`config.mk`:
```
export PLATFORM = sky130hd
export DESIGN_NAME = printable_run_extractor
export DESIGN_NICKNAME = d
export VERILOG_FILES = /design/src/design/pre_pkg.sv /design/src/design/pre_tracker.sv /design/src/design/pre_burst.sv /design/src/design/printable_run_extractor.sv
export SDC_FILE = /design/constraint.sdc
export NUM_CORES = 1
export LEC_CHECK = 0
export BUFFER_PORTS_ARGS = -buffer_cell sky130_fd_sc_hd__buf_4
export CAP_MARGIN = 40
export CORE_MARGIN = 3
export CORE_UTILIZATION = 49
export DETAILED_ROUTE_END_ITERATION = 12
export PLACE_DENSITY = 0.67
export SYNTH_ARGS = -nofsm -noshare
export SYNTH_HDL_FRONTEND = slang
export SYNTH_SLANG_ARGS = --single-unit
```
`constraint.sdc`:
```
create_clock -name clk -period 4.25 [get_ports clk]
set_input_delay 0.85 -clock clk [delete_from_list [all_inputs] [get_ports clk]]
set_output_delay 0.85 -clock clk [all_outputs]
set_load 0.01 [all_outputs]
```
`src/design/pre_pkg.sv`:
```
// Shared types and constants for the printable run extractor.
`default_nettype none

package pre_pkg;

    localparam int RUN_MIN    = 8;
    localparam int HOLD_DEPTH = (RUN_MIN > 1) ? RUN_MIN - 1 : 1;
    localparam int CNT_W      = $clog2(RUN_MIN + 1);
    localparam int POS_W      = (RUN_MIN > 1) ? $clog2(RUN_MIN) : 1;
    localparam int IDX_W      = (HOLD_DEPTH > 1) ? $clog2(HOLD_DEPTH) : 1;

    localparam logic [7:0] NL_BYTE = 8'h0A;

    typedef struct packed {
        logic [7:0] data_byte;
        logic       end_of_stream;
    } in_item_t;

    typedef struct packed {
        logic [7:0] out_byte;
        logic       last_of_burst;
    } out_item_t;

    // Burst load request from the run tracker to the output stage.
    typedef struct packed {
        logic             emit;
        logic [POS_W-1:0] held_n;
        logic [7:0]       final_byte;
    } burst_t;

    function automatic logic is_printable(input logic [7:0] b);
        return ((b >= 8'h20) && (b <= 8'h7E)) || ((b >= 8'h09) && (b <= 8'h0D));
    endfunction

endpackage

`default_nettype wire

```
`src/design/pre_tracker.sv`:
```
// Input register, run state, held byte store and per-item decision logic.
`default_nettype none

module pre_tracker (
    input  wire logic                      clk,
    input  wire logic                      rst_n,
    input  wire logic                      in_valid,
    output logic                           in_ready,
    input  wire pre_pkg::in_item_t         in_item,
    input  wire logic                      burst_free,
    output pre_pkg::burst_t                burst,
    input  wire logic [pre_pkg::IDX_W-1:0] rd_idx,
    output logic [7:0]                     rd_data
);
    import pre_pkg::*;

    logic             in_valid_reg;
    in_item_t         in_item_reg;
    logic [CNT_W-1:0] run_reg;
    logic [CNT_W-1:0] run_next;
    logic             lnl_reg;
    logic             lnl_next;
    logic [7:0]       held_reg [HOLD_DEPTH];

    logic             advance;
    logic             printable;
    logic             hold_wr;
    burst_t           burst_c;

    assign advance  = in_valid_reg && burst_free;
    assign in_ready = !in_valid_reg || burst_free;
    assign rd_data  = held_reg[rd_idx];

    always_comb
    begin
        printable          = is_printable(in_item_reg.data_byte);
        run_next           = run_reg;
        lnl_next           = lnl_reg;
        hold_wr            = 1'b0;
        burst_c.emit       = 1'b0;
        burst_c.held_n     = '0;
        burst_c.final_byte = in_item_reg.data_byte;
        if (printable)
        begin
            if (run_reg == CNT_W'(RUN_MIN))
            begin
                burst_c.emit = 1'b1;
            end
            else if (run_reg == CNT_W'(RUN_MIN - 1))
            begin
                // run qualifies now: flush the held bytes, then this one
                burst_c.emit   = 1'b1;
                burst_c.held_n = POS_W'(run_reg);
                run_next       = CNT_W'(RUN_MIN);
            end
            else
            begin
                hold_wr  = 1'b1;
                run_next = run_reg + CNT_W'(1);
            end
            lnl_next = (in_item_reg.data_byte == NL_BYTE);
        end
        else
        begin
            if ((run_reg == CNT_W'(RUN_MIN)) && !lnl_reg)
            begin
                burst_c.emit = 1'b1;
            end
            burst_c.final_byte = NL_BYTE;
            run_next           = '0;
            lnl_next           = 1'b0;
        end
        if (in_item_reg.end_of_stream)
        begin
            run_next = '0;
            lnl_next = 1'b0;
        end
        burst      = burst_c;
        burst.emit = burst_c.emit && advance;
    end

    always_ff @(posedge clk or negedge rst_n)
    begin
        if (!rst_n)
        begin
            in_valid_reg <= 1'b0;
            run_reg      <= '0;
            lnl_reg      <= 1'b0;
        end
        else
        begin
            if (in_valid && in_ready)
                in_valid_reg <= 1'b1;
            else if (advance)
                in_valid_reg <= 1'b0;
            if (advance)
            begin
                run_reg <= run_next;
                lnl_reg <= lnl_next;
            end
        end
    end

    always_ff @(posedge clk)
    begin
        if (in_valid && in_ready)
            in_item_reg <= in_item;
        if (advance && hold_wr)
            held_reg[run_reg[IDX_W-1:0]] <= in_item_reg.data_byte;
    end

endmodule

`default_nettype wire

```
`src/design/pre_burst.sv`:
```
// Result register that plays out a burst of held bytes and the closing byte.
`default_nettype none

module pre_burst (
    input  wire logic                      clk,
    input  wire logic                      rst_n,
    input  wire pre_pkg::burst_t           burst,
    output logic                           burst_free,
    output logic [pre_pkg::IDX_W-1:0]      rd_idx,
    input  wire logic [7:0]                rd_data,
    output logic                           out_valid,
    input  wire logic                      out_ready,
    output pre_pkg::out_item_t             out_item
);
    import pre_pkg::*;

    logic             busy_reg;
    logic [POS_W-1:0] pos_reg;
    logic [POS_W-1:0] held_n_reg;
    logic [7:0]       final_reg;
    logic             at_last;

    assign at_last    = (pos_reg == held_n_reg);
    assign burst_free = !busy_reg || (out_ready && at_last);
    assign rd_idx     = pos_reg[IDX_W-1:0];
    assign out_valid  = busy_reg;

    always_comb
    begin
        out_item.out_byte      = at_last ? final_reg : rd_data;
        out_item.last_of_burst = at_last;
    end

    always_ff @(posedge clk or negedge rst_n)
    begin
        if (!rst_n)
        begin
            busy_reg <= 1'b0;
            pos_reg  <= '0;
        end
        else if (burst.emit)
        begin
            busy_reg <= 1'b1;
            pos_reg  <= '0;
        end
        else if (busy_reg && out_ready)
        begin
            // drop out after the closing byte, else advance through the held bytes
            if (at_last)
                busy_reg <= 1'b0;
            else
                pos_reg <= pos_reg + POS_W'(1);
        end
    end

    always_ff @(posedge clk)
    begin
        if (burst.emit)
        begin
            held_n_reg <= burst.held_n;
            final_reg  <= burst.final_byte;
        end
    end

endmodule

`default_nettype wire

```
`src/design/printable_run_extractor.sv`:
```
// Top level of the printable run extractor.
// Each item passes the input register, then the result register, before its first
// result is valid. Throughput: one item per cycle while out_ready is set; an item
// that completes a run plays out RUN_MIN results, one per cycle while out_ready is
// set; the input register takes one more item, then input stalls.
// Reset (rst_n, async, active low) clears run length, newline flag and handshake
// state; the held byte store is not cleared and is only read after being written.
`default_nettype none

module printable_run_extractor (
    input  wire logic               clk,
    input  wire logic               rst_n,
    input  wire logic               in_valid,
    output logic                    in_ready,
    input  wire pre_pkg::in_item_t  in_item,
    output logic                    out_valid,
    input  wire logic               out_ready,
    output pre_pkg::out_item_t      out_item
);
    import pre_pkg::*;

    burst_t           burst;
    logic             burst_free;
    logic [IDX_W-1:0] rd_idx;
    logic [7:0]       rd_data;

    pre_tracker u_tracker (
        .clk        (clk),
        .rst_n      (rst_n),
        .in_valid   (in_valid),
        .in_ready   (in_ready),
        .in_item    (in_item),
        .burst_free (burst_free),
        .burst      (burst),
        .rd_idx     (rd_idx),
        .rd_data    (rd_data)
    );

    pre_burst u_burst (
        .clk        (clk),
        .rst_n      (rst_n),
        .burst      (burst),
        .burst_free (burst_free),
        .rd_idx     (rd_idx),
        .rd_data    (rd_data),
        .out_valid  (out_valid),
        .out_ready  (out_ready),
        .out_item   (out_item)
    );

    // no new burst while one is still playing out
    a_no_overlap: assert property (@(posedge clk) disable iff (!rst_n)
        (out_valid && !(out_ready && out_item.last_of_burst)) |-> !burst.emit)
        else $error("burst loaded over a draining burst");

    a_burst_ends: assert property (@(posedge clk) disable iff (!rst_n)
        (out_valid && out_ready && out_item.last_of_burst && !burst.emit) |=> !out_valid)
        else $error("output still valid after last item of burst");

    a_stall_cause: assert property (@(posedge clk) disable iff (!rst_n)
        !in_ready |-> out_valid)
        else $error("input stalled with no burst pending");

endmodule

`default_nettype wire
```
**Word level (Yosys, flattened, before mapping)**

Memory sizes are Yosys's and may differ from the RTL's.
Cells that the tools add are included.

- Bits in registers: 30
- Bits in writable memories: 56
- Input port bits: 13
- Memories: 1

Memories:

| name | words | width | read ports | clocked after memory_dff | write ports | line | text |
|---|---|---|---|---|---|---|---|
| u_tracker.held_reg | 7 | 8 | 1 | 0 | 1 | pre_tracker.sv:23 | `logic [7:0] held_reg [HOLD_DEPTH];` |

- Add/subtract/negate cells: 2
- $lt $le $gt $ge: 4
- Eq/ne operators: 6
- Mux-type cells: 24
- Bitwise operators: 2
- Reduce and logical (&&, ||, !) cells: 22

Operators with widths:

| operator | count |
|---|---|
| two-way mux 4 bit | 5 |
| two-way mux 1 bit | 15 |
| logical AND 1 bit | 9 |
| two-way mux 3 bit | 3 |
| == test 8 x 4 -> 1 bit, second input constant | 1 |
| >= comparator 8 x 4 -> 1 bit, second input constant | 1 |
| >= comparator 8 x 6 -> 1 bit, second input constant | 1 |
| less-or-equal comparator 8 x 4 -> 1 bit, second input constant | 1 |
| less-or-equal comparator 8 x 7 -> 1 bit, second input constant | 1 |
| two-way mux 8 bit | 1 |
| AND reduction 2 bit | 3 |
| nonzero test 2 bit | 3 |
| adder 4 x 1 -> 4 bit, second input constant | 1 |
| == test 4 x 3 -> 1 bit, second input constant | 1 |
| == test 4 bit, second input constant | 1 |
| adder 3 x 1 -> 3 bit, second input constant | 1 |
| == test 3 bit | 1 |
| logical NOT 1 bit | 3 |
| logical OR 1 bit | 3 |
| inequality test 3 x 2 -> 1 bit, second input constant | 1 |
| OR reduction 3 bit | 1 |
| inequality test 2 bit, second input constant | 1 |
| NOT 1 bit | 2 |

**Longest topological paths before layout**

- Word-level depth: 7
- Gate-level depth with buffers: 7
- Gate-level depth less buffers: 6

**Hierarchy**

A second synthesis with hierarchy kept.

- Cell total of the unflattened synthesis: 235
- Area total of the unflattened synthesis: 3,871.2 µm²

By module, submodules not included:

| module | times used | cells each | area an instance (µm²) | sequential area each (µm²) |
|---|---|---|---|---|
| pre_tracker | 1 | 179 | 3,042.9 | 2,102.0 |
| pre_burst | 1 | 56 | 828.3 | 430.4 |

**Least setup slack after synthesis**

Ideal clock, no wire load.

- Path kind: register -> register
- Start point: register u_tracker.in_item_reg[5] (netlist name)
- End point: memory u_tracker.held_reg[3][0] (enable)
- Arrival time: 2,255 ps
- Required time: 3,855 ps
- Setup slack: 1,600 ps
- Stages on the path, launching flop included: 6
- Buffers on the path: 1
- Clock period less this slack: 2,650 ps
- Path through: edfxtp_1 nand2b_1 nor4_1 a21oi_2 buf_2 nor4_1

- Cells in the longest elaborated chain, start to end: 7
- Elaborated cells between the ends (all ways): 11

RTL lines:

| element | line | text |
|---|---|---|
| start, declared | pre_tracker.sv:18 | `in_item_t in_item_reg;` |
| start signal, assigned | pre_tracker.sv:107 | `in_item_reg <= in_item;` |
| >= comparator 8 x 6 -> 1 bit, or another cell as far along | pre_pkg.sv:32 | `return ((b >= 8'h20) && (b <= 8'h7E)) \|\| ((b >= 8'h09) && (b <= 8'h0D));` |
| logical AND 1 bit | pre_pkg.sv:32 |  |
| logical OR 1 bit (*) | pre_pkg.sv:32 |  |
| two-way mux 1 bit (*) | pre_tracker.sv:43 | `if (printable)` |
| logical AND 1 bit (*) | pre_tracker.sv:108 | `if (advance && hold_wr)` |
| two-way mux 1 bit (*) | pre_tracker.sv:108 |  |
| two-way mux 1 bit (not written as such) (*) | pre_tracker.sv:109 | `held_reg[run_reg[IDX_W-1:0]] <= in_item_reg.data_byte;` |
| end, declared | pre_tracker.sv:23 |  |

Every way passes the cells marked *; elsewhere a longest branch is shown, timed or not.

**Final worst setup path**

- Start point: register u_burst.pos_reg[2], in the netlist u_burst.rd_idx[2]
- End point: output port in_ready

- Cells in the longest elaborated chain, start to end: 4

RTL lines:

| element | line | text |
|---|---|---|
| start, declared | pre_burst.sv:18 | `logic [POS_W-1:0] pos_reg;` |
| start signal, assigned | pre_burst.sv:52 | `pos_reg <= pos_reg + POS_W'(1);` |
| == test 3 bit | pre_burst.sv:23 | `assign at_last = (pos_reg == held_n_reg);` |
| logical AND 1 bit | pre_burst.sv:24 | `assign burst_free = !busy_reg \|\| (out_ready && at_last);` |
| logical OR 1 bit | pre_burst.sv:24 |  |
| logical OR 1 bit | pre_tracker.sv:31 | `assign in_ready = !in_valid_reg \|\| burst_free;` |
| end, declared | printable_run_extractor.sv:14 | `output logic in_ready,` |

No other way between the ends.

==> reports/results.ini <==
[outcome]
status=finished clean

[cts]
cts.clk_slew.worst_paths_ns=0.08
cts_made_buffers=9
cts_setup_buffers=0
clock_latency_ns=0.35
cts_tree=done
clock-root-buffer=clkbuf_8
cts_sinks=86
ctsResizeCount=0
htreeDepth=3
cts_hold_buf=0
clock_path_buffers=2

[floorplanning]
start_util=0.523
rows=30
coreArea_mm2=0.00702
die_h_um=92.5
die_area_mm2=0.00856
die_width_um=92.5
ioPinCount=24

[pwr]
vdd_drop_max_mv=0.180
total_power_mw=1.58
pwr-share-seq=0.611
pwr-share-clk=0.346
power.internal_mw=1.24
power_switching_mw=0.339
power_density_mw_per_mm2=385
switching_share=0.214
combPwrFrac=0.043
power.leakage_nw=1.42

[layout]
syn_to_final_growth_pct=12.1
antenna_cells=0
largest_reg_flops=56
nets=280
drive_above_1_share=0.230

[place]
hpwlAfterDp_um=4580
io_buffers=23
gp_congestion=0.808

[sta]
setup_viol=0
worst_slew_pin_slew_ns=0.751
hold_slack_ns=0.320
period_share=0.744
skew_ns=0.00816
fmax_ghz=0.316
hold_violations=0
finalMaxSlewViolations=0
rsz0062_at_grt=no
setup-tns-final_ns=0
slew_headroom=0.499
period_minus_slack_ns=3.16

[worst_setup_path]
start_kind=flip-flop
crit_arrival_ns=2.31
critical_path.endpoint_type=primary output
criticalPathCategory=reg -> out
required_ns=3.40
rrSetupSlack_ns=1.17
cp_max_fo=18

[routing]
drc=0
num_vias=2009
drt-wirelength-per-cell_um=18.3
vias_per_cell=5.50
drtIter0Drc=127
ant_nets=0
drt_wl_total_um=6680
drtPass1Iterations=5

[synth]
netlist_instances=237
syn_area_mm2=0.00367
ys_seq_elements=86
synth_top_area_share=0.622
yosysWarnings=0
ys_top_cells_by_count=edfxtp_1 (76), nand2_1 (20), mux2i_1 (17), o21ai_0 (17), dfrtp_1 (10)
async_reset_ff_frac=0.116
syn_area_per_cell_um2=15.5
synth_cell_type_count=47
yosysTopAreaCell=edfxtp_1
syn-num-nets=253
synth_seq_area_share=0.690
synth_ff_type=edfxtp_1
synth_edf_count=76
synth_area_leaders=edfxtp_1 (62%), dfrtp_1 (6.8%), mux4_2 (4.9%), mux2i_1 (4.6%), o21ai_0 (2.3%)
yosysMostFrequentCell=edfxtp_1

[grt]
grt_max_degree=28
grt_antenna_before_repair=0
overflow=0
grt_pass1_vias=1994
grt_pass1_wl_um=11000
grtUsageTotal=0.173

[flow_run]
max-cap-violations=0

[min_path]
hold_path_class=in -> async

==> worst max-delay path, cell delays in order, from the launching register on <==
cell,delay (ns)
dfrtp_1,0.69
xor2_1,0.21
or3_1,0.44
inv_2,0.23
nand2_1,0.12
nand3_1,0.14
buf_4,0.14
==> power groups by stage <==
stage	clock, mW	sequential, mW	combinational [mW]
2_1_floorplan	0	0.976	0.0429
3_3_place_gp	0	0.984	0.0678
3_5_place_dp	0	0.985	0.0692
4_1_cts	0.565	0.966	0.0694
5_1_grt	0.600	0.969	0.0760
6_report	0.547	0.966	0.0685
==> placed cells by master (no fill, tap or decap), drive strengths merged, types with 5 or more instances in the layout <==
cell	instances
a21oi	5
and2	5
buf	27
clkbuf	10
dfrtp	10
edfxtp	76
inv	5
mux2i	17
mux4	8
nand2	21
nand2b	6
nand3	5
nor2	6
nor3	6
o21ai	17
==> through the flow <==
step / setup WS [ns] / util / area, µm² / instances
after floorplan: 1.60 / - / 3670 / 237
after global placement: 1.21 / 0.559 / 3930 / 349
after detailed placement: 1.16 / 0.559 / 3930 / 349
after CTS: 1.06 / 0.586 / 4110 / 365
after global routing: 0.868 / 0.586 / 4110 / 365
final: 1.09 / 0.586 / 4110 / 365
==> worst paths after layout <==
check,startpoint,to,cells past startpoint
setup / recovery,u_burst.rd_idx[2],in_ready,6
hold / removal,rst_n,u_burst.rd_idx[0],1
setup reg to reg,u_burst.rd_idx[2],u_tracker.held_reg[5][3],5
hold reg to reg,u_tracker.lnl_reg,u_tracker.lnl_reg,1
max in group asynchronous,rst_n,u_tracker.run_reg[2],1
min in group clk,u_tracker.lnl_reg,u_tracker.lnl_reg,1
==> routing by layer <==
metal,vias up,GRT usage,wire (µm)
met2,75,0.244,2970
met1,966,0.264,3280
met3,10,0.0284,318
met5,-,0,0
met4,0,0.0792,120
li1,958,-,-
==> final cells by class <==
cell class	count	area, µm²
fill	559	2910
sequential	86	2530
multi-input combinational	136	1050
timing repair buffer	27	203
clock buffer	10	128
tap	96	120
clock inverter	6	61.3
inverter	4	15.0
==> cell families (layout without fill, tap and decap cells) <==
logic type / Yosys count / in the layout / share of synthesized area
AND/OR/NAND/NOR: 65 / 65 / 0.0955
adder cells (fa/ha/maj): 3 / 3 / 0.0102
XOR/XNOR: 5 / 5 / 0.0140
other: 1 / 1 / 0.00102
flip-flops: 86 / 86 / 0.690
AO/OA/AOI/OAI: 36 / 36 / 0.0682
multiplexers: 26 / 26 / 0.0986
buffers and inverters: 15 / 47 / 0.0222
Power figures use the tool's default switching activity.
